===== src/rtl/assert_macros.svh =====
// Assertion macros shared by the line walker RTL.
`ifndef ASSERT_MACROS_SVH
`define ASSERT_MACROS_SVH

// Clocked property check, disabled while reset is asserted (active low).
`define ASSERT_CLK(label, clk, rstn, prop, msg) \
    label: assert property (@(posedge clk) disable iff (!(rstn)) (prop)) else $error(msg);

// A condition that must never hold.
`define ASSERT_NEVER(label, clk, rstn, cond, msg) \
    `ASSERT_CLK(label, clk, rstn, !(cond), msg)

`endif


===== src/rtl/lvw_pkg.sv =====
// Shared types and constants of the 3D line voxel walker.
`timescale 1ns / 1ps

package lvw_pkg;

    localparam int NUM_AXES    = 3;
    localparam int MAX_RESULTS = 64;
    localparam int CNT_W       = $clog2(MAX_RESULTS);

    localparam int AXIS_X = 0;
    localparam int AXIS_Y = 1;
    localparam int AXIS_Z = 2;

    // Per-axis control for the step unit: which axis drives, which axes count up.
    typedef struct packed {
        logic [NUM_AXES-1:0] drv_onehot;
        logic [NUM_AXES-1:0] dir_up;
    } axis_ctrl_t;

endpackage


===== src/rtl/line_voxel_walker_3d.sv =====
// Top level of the 3D Bresenham line voxel walker.
`timescale 1ns / 1ps
`include "assert_macros.svh"

// Accepts one transaction holding a start and an end voxel and returns the
// voxels of the 3D Bresenham line between them, start first and end last,
// one result transaction per point, with m_run_end set on the final one.
// The driving axis is the one with the largest delta, ties going to X, then
// Y. After an input transaction is taken the block passes through the set-up
// states ST_DELTA (deltas and directions) and ST_INIT (driving axis and initial
// error terms) and then offers one point per cycle while m_ready is high;
// every point after the start is made by the single shared step unit that
// advances all axes from the current one. s_ready is high only while the
// block is idle. Runs longer than 64 points (possible when COORD_BITS exceeds
// 6) are cut after 64 points, with the flag on the 64th. There are no
// configuration registers and no memories.
module line_voxel_walker_3d #(
    parameter int COORD_BITS = 6
) (
    input  logic                  aclk,
    input  logic                  aresetn,
    input  logic                  s_valid,
    output logic                  s_ready,
    input  logic [COORD_BITS-1:0] s_start_x,
    input  logic [COORD_BITS-1:0] s_start_y,
    input  logic [COORD_BITS-1:0] s_start_z,
    input  logic [COORD_BITS-1:0] s_end_x,
    input  logic [COORD_BITS-1:0] s_end_y,
    input  logic [COORD_BITS-1:0] s_end_z,
    output logic                  m_valid,
    input  logic                  m_ready,
    output logic [COORD_BITS-1:0] m_point_x,
    output logic [COORD_BITS-1:0] m_point_y,
    output logic [COORD_BITS-1:0] m_point_z,
    output logic                  m_run_end
);

    localparam int NA    = lvw_pkg::NUM_AXES;
    localparam int ERR_W = COORD_BITS + 3;

    typedef enum logic [1:0] {
        ST_IDLE,
        ST_DELTA,
        ST_INIT,
        ST_RUN
    } state_t;

    state_t state_reg;

    // Working registers of the walk. pos_reg holds the start voxel until the
    // walk begins and the current point afterwards.
    logic [COORD_BITS-1:0]   pos_reg  [NA];
    logic [COORD_BITS-1:0]   end_reg  [NA];
    logic [COORD_BITS-1:0]   dlt_reg  [NA];
    logic signed [ERR_W-1:0] err_reg  [NA];
    logic [COORD_BITS-1:0]   dlt_drv_reg;
    logic [COORD_BITS-1:0]   rem_reg;
    logic [lvw_pkg::CNT_W-1:0] cnt_reg;
    lvw_pkg::axis_ctrl_t     ctrl_reg;

    logic [COORD_BITS-1:0]   pos_next [NA];
    logic signed [ERR_W-1:0] err_next [NA];
    logic [NA-1:0]           drv_sel;
    logic [COORD_BITS-1:0]   dlt_drv_sel;
    logic                    last_pt;
    logic                    in_acc;
    logic                    out_acc;

    assign s_ready  = (state_reg == ST_IDLE);
    assign m_valid  = (state_reg == ST_RUN);
    assign in_acc   = s_valid && s_ready;
    assign out_acc  = m_valid && m_ready;

    assign m_point_x = pos_reg[lvw_pkg::AXIS_X];
    assign m_point_y = pos_reg[lvw_pkg::AXIS_Y];
    assign m_point_z = pos_reg[lvw_pkg::AXIS_Z];

    // The final point is reached when no driving steps remain, or when the
    // run has hit its length limit.
    assign last_pt      = (rem_reg == '0) ||
                          (cnt_reg == lvw_pkg::CNT_W'(lvw_pkg::MAX_RESULTS - 1));
    assign m_run_end    = last_pt;

    // Driving axis choice: X wins ties, then Y.
    always_comb begin
        drv_sel = '0;
        if (dlt_reg[lvw_pkg::AXIS_X] >= dlt_reg[lvw_pkg::AXIS_Y] &&
            dlt_reg[lvw_pkg::AXIS_X] >= dlt_reg[lvw_pkg::AXIS_Z]) begin
            drv_sel[lvw_pkg::AXIS_X] = 1'b1;
        end else if (dlt_reg[lvw_pkg::AXIS_Y] >= dlt_reg[lvw_pkg::AXIS_Z]) begin
            drv_sel[lvw_pkg::AXIS_Y] = 1'b1;
        end else begin
            drv_sel[lvw_pkg::AXIS_Z] = 1'b1;
        end
        dlt_drv_sel = drv_sel[lvw_pkg::AXIS_X] ? dlt_reg[lvw_pkg::AXIS_X] :
                      drv_sel[lvw_pkg::AXIS_Y] ? dlt_reg[lvw_pkg::AXIS_Y] :
                                                 dlt_reg[lvw_pkg::AXIS_Z];
    end

    lvw_step_unit #(
        .COORD_BITS (COORD_BITS),
        .ERR_W      (ERR_W)
    ) u_step (
        .ctrl     (ctrl_reg),
        .pos      (pos_reg),
        .dlt      (dlt_reg),
        .dlt_drv  (dlt_drv_reg),
        .err      (err_reg),
        .pos_next (pos_next),
        .err_next (err_next)
    );

    always_ff @(posedge aclk) begin
        if (!aresetn) begin
            state_reg <= ST_IDLE;
        end else begin
            case (state_reg)
                ST_IDLE: begin
                    if (in_acc) begin
                        pos_reg[lvw_pkg::AXIS_X] <= s_start_x;
                        pos_reg[lvw_pkg::AXIS_Y] <= s_start_y;
                        pos_reg[lvw_pkg::AXIS_Z] <= s_start_z;
                        end_reg[lvw_pkg::AXIS_X] <= s_end_x;
                        end_reg[lvw_pkg::AXIS_Y] <= s_end_y;
                        end_reg[lvw_pkg::AXIS_Z] <= s_end_z;
                        state_reg <= ST_DELTA;
                    end
                end
                ST_DELTA: begin
                    // Absolute delta and direction of each axis.
                    for (int i = 0; i < NA; i++) begin
                        ctrl_reg.dir_up[i] <= end_reg[i] > pos_reg[i];
                        dlt_reg[i] <= (end_reg[i] > pos_reg[i]) ? end_reg[i] - pos_reg[i]
                                                                : pos_reg[i] - end_reg[i];
                    end
                    state_reg <= ST_INIT;
                end
                ST_INIT: begin
                    // Error terms start at twice the axis delta minus the driving delta.
                    for (int i = 0; i < NA; i++) begin
                        err_reg[i] <= $signed(ERR_W'({dlt_reg[i], 1'b0})) -
                                      $signed(ERR_W'(dlt_drv_sel));
                    end
                    ctrl_reg.drv_onehot <= drv_sel;
                    dlt_drv_reg         <= dlt_drv_sel;
                    rem_reg             <= dlt_drv_sel;
                    cnt_reg             <= '0;
                    state_reg           <= ST_RUN;
                end
                ST_RUN: begin
                    if (out_acc) begin
                        if (last_pt) begin
                            state_reg <= ST_IDLE;
                        end else begin
                            pos_reg <= pos_next;
                            err_reg <= err_next;
                            rem_reg <= rem_reg - COORD_BITS'(1);
                            cnt_reg <= cnt_reg + lvw_pkg::CNT_W'(1);
                        end
                    end
                end
                default: begin
                    state_reg <= ST_IDLE;
                end
            endcase
        end
    end

    `ASSERT_NEVER(a_busy_excl, aclk, aresetn, s_ready && m_valid, "ready while a point is offered")
    `ASSERT_CLK(a_setup_gap, aclk, aresetn, in_acc |=> !m_valid && !s_ready, "no set-up after accept")
    `ASSERT_CLK(a_run_cont, aclk, aresetn, out_acc && !last_pt |=> m_valid, "run broken before last point")
    `ASSERT_CLK(a_run_done, aclk, aresetn, out_acc && last_pt |=> s_ready, "not idle after last point")

endmodule


===== src/rtl/lvw_step_unit.sv =====
// Shared step unit: advances all three axes and their error terms by one point.
`timescale 1ns / 1ps

module lvw_step_unit #(
    parameter int COORD_BITS = 6,
    parameter int ERR_W      = COORD_BITS + 3
) (
    input  lvw_pkg::axis_ctrl_t    ctrl,
    input  logic [COORD_BITS-1:0]  pos      [lvw_pkg::NUM_AXES],
    input  logic [COORD_BITS-1:0]  dlt      [lvw_pkg::NUM_AXES],
    input  logic [COORD_BITS-1:0]  dlt_drv,
    input  logic signed [ERR_W-1:0] err     [lvw_pkg::NUM_AXES],
    output logic [COORD_BITS-1:0]  pos_next [lvw_pkg::NUM_AXES],
    output logic signed [ERR_W-1:0] err_next [lvw_pkg::NUM_AXES]
);

    logic signed [ERR_W-1:0] two_drv;

    assign two_drv = $signed(ERR_W'({dlt_drv, 1'b0}));

    for (genvar i = 0; i < lvw_pkg::NUM_AXES; i++) begin : g_lane
        logic                    sec_step;
        logic                    step_en;
        logic signed [ERR_W-1:0] two_dlt;
        logic signed [ERR_W-1:0] err_adj;

        // A secondary axis steps when its error term is non-negative.
        assign sec_step = !ctrl.drv_onehot[i] && !err[i][ERR_W-1];
        assign step_en  = ctrl.drv_onehot[i] || sec_step;
        assign two_dlt  = $signed(ERR_W'({dlt[i], 1'b0}));
        assign err_adj  = sec_step ? (err[i] - two_drv) : err[i];

        assign pos_next[i] = !step_en ? pos[i] :
                             ctrl.dir_up[i] ? pos[i] + COORD_BITS'(1) : pos[i] - COORD_BITS'(1);
        assign err_next[i] = err_adj + two_dlt;
    end

endmodule


===== config.mk =====
export PLATFORM = sky130hd
export DESIGN_NAME = line_voxel_walker_3d
export DESIGN_NICKNAME = d
export VERILOG_FILES = /design/src/rtl/lvw_pkg.sv /design/src/rtl/line_voxel_walker_3d.sv /design/src/rtl/lvw_step_unit.sv
export VERILOG_INCLUDE_DIRS = /design/src /design/src/rtl
export SDC_FILE = /design/constraint.sdc
export NUM_CORES = 1
export LEC_CHECK = 0
export ABC_CLOCK_PERIOD_IN_PS = 5900
export BUFFER_PORTS_ARGS = -buffer_cell sky130_fd_sc_hd__buf_2
export CORE_ASPECT_RATIO = 0.9
export CORE_MARGIN = 2
export CORE_UTILIZATION = 65
export DETAILED_ROUTE_END_ITERATION = 10
export HOLD_SLACK_MARGIN = 0.03
export PLACE_DENSITY = 0.86
export SETUP_SLACK_MARGIN = 0.02
export SLEW_MARGIN = 20
export SYNTH_ARGS = -nofsm -noshare
export SYNTH_HDL_FRONTEND = slang
export SYNTH_SLANG_ARGS = --single-unit

===== constraint.sdc =====
create_clock -name aclk -period 5.9 [get_ports aclk]
set_clock_uncertainty 0.2 [all_clocks]
set_input_delay 0.295 -clock aclk [delete_from_list [all_inputs] [get_ports aclk]]
set_output_delay 0.295 -clock aclk [all_outputs]
set_load 0.1 [all_outputs]

## Word level (Yosys, flattened, before mapping)

Memories as Yosys holds them, arrays and structs flattened.
Index checks and enable logic that the tools add are counted.

- Bits in registers: 89
- Bits in latches: 0
- Bits in writable memories: 18
- Bits in read-only memories: 0
- Bits of input ports: 40
- Output and inout port bits: 21
- Word-level logic and storage cells: 123
- Memories: 1

Memory list:

| name | depth | bits a word | rd ports | clocked after Yosys merged registers in | wr ports | RTL line | text |
|---|---|---|---|---|---|---|---|
| end_reg | 3 | 6 | 3 | 0 | 3 | line_voxel_walker_3d.sv:53 | `logic [COORD_BITS-1:0] end_reg [NA];` |

- Add/sub/neg operators: 23
- Multiply operators: 0
- Div/mod/pow operators: 0
- Magnitude comparators: 6
- Equal/unequal tests: 11
- Shift-type cells: 0
- Mux-type cells: 39
- Bitwise logic cells: 0
- Reductions and logical operators: 27

Operator list:

| kind | number |
|---|---|
| 6-bit two-way mux | 15 |
| 18-bit two-way mux | 3 |
| 27-bit two-way mux | 2 |
| 27-bit one-hot mux with 2 select lines | 1 |
| 18-bit one-hot mux with 2 select lines | 1 |
| 6-bit subtractor | 6 |
| 9-bit by 8-bit adder with 9-bit output | 3 |
| 9-bit two-way mux | 3 |
| 9-bit by 8-bit subtractor with 9-bit output | 3 |
| 6-bit by 1-bit adder with 6-bit output (second input constant) | 4 |
| 6-bit one-hot mux with 2 select lines | 2 |
| 6-bit by 1-bit subtractor with 6-bit output (second input constant) | 4 |
| 7-bit by 6-bit subtractor with 8-bit output | 3 |
| 6-bit greater-or-equal comparator | 3 |
| 6-bit greater-than comparator | 3 |
| 6-bit AND reduction | 3 |
| 2-bit by 1-bit != test with 1-bit output (second input constant) | 6 |
| 1-bit two-way mux | 8 |
| 2-bit one-hot mux with 4 select lines | 1 |
| 6-bit == test (second input constant) | 1 |
| 1-bit logical AND | 6 |
| 1-bit logical NOT | 6 |
| 6-bit logical NOT | 1 |
| 2-bit two-way mux | 3 |
| other kinds (9) | 15 |

## Logic depth before layout (Yosys ltp)

Gate-level depths: netlist (run 1).

- Depth in word-level cells: 7
- Depth in mapped cells: 17
- Gate-level depth less buffers: 16

## Hierarchy

From an unflattened synthesis (run 1), not the netlist that was laid out.

- Cell total of the unflattened synthesis: 984
- Area total of the unflattened synthesis: 9,726.8 µm²

Modules (own cells, without submodules):

| module | times used | cells each | area an instance (µm²) | sequential area each (µm²) |
|---|---|---|---|---|
| line_voxel_walker_3d | 1 | 633 | 7,155.6 | 3,193.1 |
| lvw_step_unit | 1 | 351 | 2,571.2 | 0.0 |

## Worst setup path before layout (run 1)

OpenSTA, ideal clock, no wires.

- Path kind: reg2reg
- From: register cnt_reg[0] in the netlist's numbering
- To: register cnt_reg[0] in the netlist's numbering (enable)
- Library setup time: 0.433 ns
- Data arrival time: 3.911 ns
- Path slack: 1.355 ns
- Cell stages (with the launch flop): 7
- Buffers on the path: 0
- Clock period less this slack: 4.545 ns
- Cell sequence: edfxtp_1 > ha_1 > nand3_1 > o21ai_0 > nor3_1 > a21oi_1 > nor2b_1

- Cells in the longest elaborated chain, start to end: 4

Ends and longest elaborated chain:

| element | RTL line | text |
|---|---|---|
| start, declared | line_voxel_walker_3d.sv:58 | `logic [lvw_pkg::CNT_W-1:0] cnt_reg;` |
| start signal, assigned | line_voxel_walker_3d.sv:158 | `cnt_reg <= cnt_reg + lvw_pkg::CNT_W'(1);` |
| 6-bit == test | line_voxel_walker_3d.sv:81 | `(cnt_reg == lvw_pkg::CNT_W'(lvw_pkg::MAX_RESULTS - 1));` |
| 1-bit logical OR | line_voxel_walker_3d.sv:80 | `assign last_pt = (rem_reg == '0) \|\|` |
| named net m_run_end | line_voxel_walker_3d.sv:35 | `output logic m_run_end` |
| 2-bit != test (no line) | -- |  |
| 4-bit AND reduction (no line) | -- |  |

The timed path passes the listed nets, and every way through them passes these cells.
A chain may end at the register's enable or synchronous reset.

## Worst setup path after layout (run 1)

- From: register dlt_reg[9] in the netlist's numbering
- To: register err_reg[24] in the netlist's numbering, data pin

- Cells in the longest elaborated chain, start to end: 7

Ends and longest elaborated chain:

| element | RTL line | text |
|---|---|---|
| start, declared | line_voxel_walker_3d.sv:54 | `logic [COORD_BITS-1:0] dlt_reg [NA];` |
| start signal, assigned by index | line_voxel_walker_3d.sv:133 | `dlt_reg[i] <= (end_reg[i] > pos_reg[i]) ? end_reg[i] - pos_reg[i]` |
| 6-bit greater-or-equal comparator, on equally long branches | line_voxel_walker_3d.sv:90, line_voxel_walker_3d.sv:87 |  |
| 1-bit two-way mux / 1-bit logical AND (equally long branches) | line_voxel_walker_3d.sv:90, line_voxel_walker_3d.sv:87 |  |
| 1-bit two-way mux | line_voxel_walker_3d.sv:87 | `if (dlt_reg[lvw_pkg::AXIS_X] >= dlt_reg[lvw_pkg::AXIS_Y] &&` |
| 6-bit two-way mux | line_voxel_walker_3d.sv:96 | `drv_sel[lvw_pkg::AXIS_Y] ? dlt_reg[lvw_pkg::AXIS_Y] :` |
| 6-bit two-way mux * | line_voxel_walker_3d.sv:95 | `dlt_drv_sel = drv_sel[lvw_pkg::AXIS_X] ? dlt_reg[lvw_pkg::AXIS_X] :` |
| 7-bit by 6-bit subtractor with 8-bit output * | line_voxel_walker_3d.sv:141 | `err_reg[i] <= $signed(ERR_W'({dlt_reg[i], 1'b0})) -` |
| 27-bit one-hot mux with 2 select lines * | line_voxel_walker_3d.sv:117 | `case (state_reg)` |
| end signal, assigned by index | line_voxel_walker_3d.sv:141 |  |
| end signal, assigned | line_voxel_walker_3d.sv:156 | `err_reg <= err_next;` |
| end, declared | line_voxel_walker_3d.sv:55 | `logic signed [ERR_W-1:0] err_reg [NA];` |

Mark *: on every way between the ends. The rest lies on a longest branch, timed or not.

==> qor.yml, run 1 <==
run_status:
  status: "finished clean"
floorplan:
  start_util: 0.659
  rows: 40
  die_h_um: 114
  ios: 61
  die-area_mm2: 0.0144
  core_mm2: 0.0133
  fp.dieW_um: 126
synthesis:
  synth_area_mm2: 0.00874
  synth_top_area_cell: "edfxtp_1"
  synthTopCellsByCount: "121 x ha_1, 106 x inv_1, 102 x edfxtp_1, 63 x nand2_1, 57 x a21oi_1"
  synth_edf_count: 102
  async_flop_share: 0
  post-synth-top-count-cell: "ha_1"
  synth_area_leaders: "edfxtp_1 35%, ha_1 17%, inv_1 4.6%"
  yosys_warnings: 0
  synth_cell_type_count: 51
  ys_ff_latch: 104
  synth_fp_nets: 1052
  seq_area_frac_synth: 0.355
  synthFlopType: "edfxtp_1"
  synth_cells: 873
  synth_top_cell_area_share: 0.350
  avgSynthCellArea_um2: 10.0
timing:
  setup_tns_ns: 0
  slew_headroom: 0.234
  setup_viol: 0
  layout_setup_ws_ns: 1.64
  timing.final.crit_share: 0.723
  hold_violations: 0
  worst_pin_slew_ns: 1.14
  slew_viol_final: 0
  rsz0062_at_grt: "no"
  period_needed_ns: 4.26
  max_freq_mhz: 235
setup_path:
  timing.rr.end: "err_reg[24]"
  r2r_cells: 15
  crit_type: "reg -> reg"
  crit_required_ns: 5.80
  cp-start-kind: "flip-flop"
  reg2reg_slack_ns: 1.64
  endpoint_kind: "flip-flop"
  crit_arrival_ns: 4.16
  timing.rr.start: "dlt_reg[9]"
  critical_path_peak_fanout: 18
worst_hold_path:
  holdCritStartpoint: "s_start_x[0]"
  hold_end: "m_point_x[0]"
  min_delay_path_depth: 2
  hold_class: "in -> reg"
final_layout:
  diodes: 0
  drive_above_1_share: 0.124
  layout.nets: 1132
  area_delta_synth_final_pct: 11.1
  largest_reg_flops: 24
  fin_area_mm2: 0.00971
routing:
  wl_per_cell_um: 19.2
  drt-vias-per-instance: 6.25
  drt-total-wl_um: 21600
  final_antenna_net_count: 0
  first_iter_violations: 589
  dr.pass1.iters: 5
  vias: 7043
  drcViolationCount: 0
clocking:
  clock_latency_ns: 0.37
  h-tree-depth: 3
  ctsLongestPathBuffers: 2
  clock-sinks: 104
  clk_pin_slew_ns: 0.08
  numCtsBuffers: 9
  cts_root_buf: "clkbuf_16"
  cts_tree: "built"
global_route:
  grt_max_degree: 56
  grt_busiest_layer: "met2"
  grt.met3_usage: 0.0464
  grt_antenna_before_repair: 0
  grt.total_usage: 0.310
  grt_pass1_wl_um: 35200
  grt_pass1_vias: 6981
  use_met1: 0.405
  overflow: 0
  grtUsageMet2: 0.515
power:
  p_leak_nw: 4.32
  swShare: 0.483
  p_int_mw: 2.94
  switchingPower_mw: 2.74
  p_clk_frac: 0.102
  powerDensity_mw_per_mm2: 586
  p_total_mw: 5.69
  irDropWorstVdd_uv: 386
  seqPwrFrac: 0.243
  power_frac_comb: 0.655
placed_design:
  globalplace.congestion: 0.905
  dp_hpwl_um: 14500
  place_ws_ns: 1.73
  placed_cell_area_mm2: 0.00922
  portBuffers: 60
job:
  drv_cap: 0
kinds of logic after synthesis:
| group | count (synthesis) | synth area share |
|---|---|---|
| AOI/OAI and AO/OA | 208 | 0.157 |
| xor gates and xnor gates | 71 | 0.0712 |
| adders and majority gates | 139 | 0.214 |
| buffers and inverters | 122 | 0.0533 |
| DFF | 104 | 0.355 |
| muxes | 38 | 0.0480 |
| and+or+nand+nor | 191 | 0.102 |
placed cells by master (no fill, tap or decap), drive strengths merged, types with 6 or more instances in the layout:
cell,synthesis,final
o31ai,7,7
nand2,63,63
o21bai,8,8
mux2,25,25
buf,4,63
xor2,28,28
clkbuf,12,9
nor2b,15,15
a21oi,60,60
or2,6,6
edfxtp,102,102
ha,121,121
nor3,25,25
o21a,6,6
dlygate4sd3,0,22
inv,106,107
xnor2,43,43
nand4,8,8
nor2,48,48
o21ai,46,46
mux2i,13,13
fa,18,18
o211ai,17,17
o22ai,9,9
a21o,30,30
power groups by stage:
stage	sequential [mW]	combinational [mW]	clock, mW
after floorplan	1.60	2.59	0
after global placement	1.38	3.42	0
after detailed placement	1.38	3.54	0
after CTS	1.37	3.61	0.571
after global routing	1.40	4.09	0.596
final	1.38	3.72	0.580
through the flow:
step | hold WS, ns | cells | util
floorplan | 0.194 | 873 | -
global placement | 0.271 | 1088 | 0.695
detailed placement | 0.273 | 1088 | 0.695
CTS | 0.0302 | 1126 | 0.732
global route | 0.0401 | 1126 | 0.732
finish | 0.0277 | 1126 | 0.732
routing by layer:
| metal | wire length, µm | share of wire | vias to the layer above |
|---|---|---|---|
| met4 | 789 | 0.036 | 0 |
| li1 | - | - | 3267 |
| met1 | 8970 | 0.41 | 3336 |
| met2 | 10200 | 0.47 | 368 |
| met5 | 0 | 0 | - |
| met3 | 1650 | 0.076 | 72 |
cell type report:
type | count | area [µm²]
Clock buffer | 9 | 225
Tap cell | 168 | 210
Inverter | 106 | 398
Fill cell | 834 | 3560
Sequential cell | 104 | 3100
Multi-Input combinational cell | 647 | 5180
Timing Repair Buffer | 85 | 543
Clock inverter | 7 | 46.3
how the worst max path moves through the flow:
stage / from / endpoint / depth (start not counted)
global route: dlt_reg[12] / err_reg[24] / 16
CTS: dlt_reg[9] / err_reg[24] / 15
detailed placement: dlt_reg[9] / err_reg[24] / 15
finish: dlt_reg[9] / err_reg[24] / 15
global placement: dlt_reg[12] / err_reg[15] / 16
floorplan: cnt_reg[0] / cnt_reg[0] / 6
what timing repair did:
| item | 4_1_cts | 5_1_grt |
|---|---|---|
| endpoints found under the setup margin | 0 | 0 |
| hold buffers | 22 | 0 |
| hold endpoints to repair | 22 | 0 |
| gates resized for setup | 0 | 0 |
| buffers inserted | 0 | 0 |
critical path, stage by stage (launching register included):
cell	delay (ns)
edfxtp_1	0.46
inv_1	0.09
ha_1	0.32
a211oi_1	0.26
nor2_1	0.09
o32ai_2	0.65
mux2_4	0.42
inv_1	0.14
fa_1	0.42
a21o_1	0.17
a21oi_1	0.25
o21bai_1	0.12
a21oi_1	0.18
xor2_1	0.08
nand2_1	0.07
o31ai_1	0.06
Power figures use the tool's default switching activity.
==> inputs of run 2 (changes only) <==
--- a/config.mk
+++ b/config.mk
@@ -6,14 +6,14 @@
 export SDC_FILE = /design/constraint.sdc
 export NUM_CORES = 1
 export LEC_CHECK = 0
-export ABC_CLOCK_PERIOD_IN_PS = 5900
+export ABC_CLOCK_PERIOD_IN_PS = 3600
 export BUFFER_PORTS_ARGS = -buffer_cell sky130_fd_sc_hd__buf_2
 export CORE_ASPECT_RATIO = 0.9
 export CORE_MARGIN = 2
-export CORE_UTILIZATION = 65
+export CORE_UTILIZATION = 56
 export DETAILED_ROUTE_END_ITERATION = 10
 export HOLD_SLACK_MARGIN = 0.03
-export PLACE_DENSITY = 0.86
+export PLACE_DENSITY = 0.79
 export SETUP_SLACK_MARGIN = 0.02
 export SLEW_MARGIN = 20
 export SYNTH_ARGS = -nofsm -noshare
==> constraint.sdc (replaced) <==
create_clock -name aclk -period 3.6 [get_ports aclk]
set_clock_uncertainty 0.2 [all_clocks]
set_input_delay 0.18 -clock aclk [delete_from_list [all_inputs] [get_ports aclk]]
set_output_delay 0.18 -clock aclk [all_outputs]
set_load 0.1 [all_outputs]
==> qor.yml, run 2 (synthesized netlist as in run 1, its figures left out) <==
run_status:
  status: "finished clean"
setup_path:
  cp-start-kind: "flip-flop"
  crit_required_ns: 3.50
  critical_path_peak_fanout: 7
  critical-path-top-delay-family: "compound AO/OA/AOI/OAI gates"
  slowest_stage: "edfxtp_1"
  cp.buffers_inverters: 3
  path_common_cell: "mux2_4"
  crit_type: "reg -> reg"
  cp_cell_sequence: "inv_2 > ha_4 > a21oi_4 > o21ai_4 > a41oi_4 > buf_6 > mux2_4 > mux2_4 > inv_6 > fa_2 > a21o_1 > a21oi_2 > o21bai_1 > a21oi_1 > xnor2_1 > nand2_1 > o31ai_1"
  max_stage_delay_ns: 0.43
  endpoint_kind: "flip-flop"
  crit_arrival_ns: 3.47
timing:
  slew_viol_final: 0
  timing.final.crit_share: 0.992
  worst_pin_slew_ns: 1.04
  setup_tns_ns: 0
  slew_headroom: 0.302
  max_freq_mhz: 280
  rsz0062_at_grt: "yes"
  setup_viol: 0
  period_needed_ns: 3.57
  whs_ns: 0.110
  hold_violations: 0
final_layout:
  final_cell_mix: "109 x ha_1, 102 x edfxtp_1, 96 x inv_1"
  final_common_cell: "ha_1"
  area_delta_synth_final_pct: 22.6
  diodes: 0
  layout.nets: 1218
  largest_reg_flops: 24
  fillers: 1026
  drive_above_1_share: 0.229
clocking:
  cts_tree: "built"
  clk_pin_slew_ns: 0.07
  h-tree-depth: 3
  numCtsBuffers: 9
  cts_root_buf: "clkbuf_16"
  ctsLongestPathBuffers: 2
  clock-sinks: 104
  clock_latency_ns: 0.37
global_route:
  grt_antenna_before_repair: 0
  grt_pass1_wl_um: 34000
  grt.total_usage: 0.264
  grt_max_degree: 56
  overflow: 0
  grt_pass1_vias: 7023
job:
  drv_cap: 0
routing:
  vias: 7118
  dr.pass1.iters: 6
  drt-total-wl_um: 22300
  wl_per_cell_um: 17.9
  final_antenna_net_count: 0
  drcViolationCount: 0
  drt-vias-per-instance: 5.71
  first_iter_violations: 433
floorplan:
  fp.dieW_um: 136
  die-area_mm2: 0.0166
  rows: 43
  start_util: 0.570
  ios: 61
  die_h_um: 123
  core_mm2: 0.0153
placed_design:
  globalplace.congestion: 0.891
  portBuffers: 60
  dp_hpwl_um: 14800
power:
  seqPwrFrac: 0.213
  power_frac_comb: 0.697
  p_total_mw: 10.4
  p_int_mw: 5.58
  powerDensity_mw_per_mm2: 970
  p_leak_nw: 4.74
  swShare: 0.462
  irDropWorstVdd_uv: 619
  switchingPower_mw: 4.80
  p_clk_frac: 0.089
worst_hold_path:
  hold_class: "in -> reg"
## run 2: routing by layer
metal / part of all wire / vias up / GRT usage
met1: 0.42 / 3298 / 0.331
met5: 0 / - / 0
met4: 0.035 / 0 / 0.121
met2: 0.48 / 323 / 0.455
met3: 0.065 / 64 / 0.0343
li1: - / 3433 / -
## run 2: final cells by class
type	count	area, µm²	share of cell area
timing repair buffer	171	1240	0.116
clock inverter	7	37.5	0.00350
multi-input combinational	647	5450	0.509
clock buffer	9	225	0.0210
inverter	106	407	0.0380
tap	202	253	0.0236
sequential	104	3100	0.290
## run 2: tightest hold or removal path: cells and delay by family
| family | cells | cell delay, ns |
|---|---|---|
| buf+inv | 1 | 0.09 |
| mux | 1 | 0.08 |
| simple gates | 3 | 0.28 |
## run 2: repair_timing
item | CTS | global route
setup endpoints to repair | 7 | 15
gates resized for setup | 2 | 69
hold buffers | 37 | 0
hold endpoints to repair | 38 | 0
buffers inserted | 3 | 26
pin swaps | 1 | 28
## run 2: metrics by stage
stage                     utilization  worst slack [ns]  std cells  area (µm²)
after floorplan                     -            0.0440        873        8750
after global placement          0.625             0.104       1164        9580
after detailed placement        0.625           -0.0538       1164        9580
after CTS                       0.668            0.0218       1220       10200
after global routing            0.699            -0.121       1246       10700
final                           0.699            0.0286       1246       10700
## run 2: path summary, 6_finish.rpt
path                     start           end  slack, ns  depth (start not counted)
setup / recovery    dlt_reg[2]    err_reg[6]       0.03                         17
hold / removal         s_valid  state_reg[1]       0.11                          5
setup reg to reg    dlt_reg[2]    err_reg[6]       0.03                         17
hold reg to reg   state_reg[1]  state_reg[1]       0.38                          2
## run 2: power groups by stage
stage | clock network [mW] | logic [mW] | registers, mW
CTS | 0.929 | 6.45 | 2.20
global placement | 0 | 6.10 | 2.21
finish | 0.930 | 7.24 | 2.22
detailed placement | 0 | 6.30 | 2.23
floorplan | 0 | 4.26 | 2.62
global route | 0.977 | 7.87 | 2.25
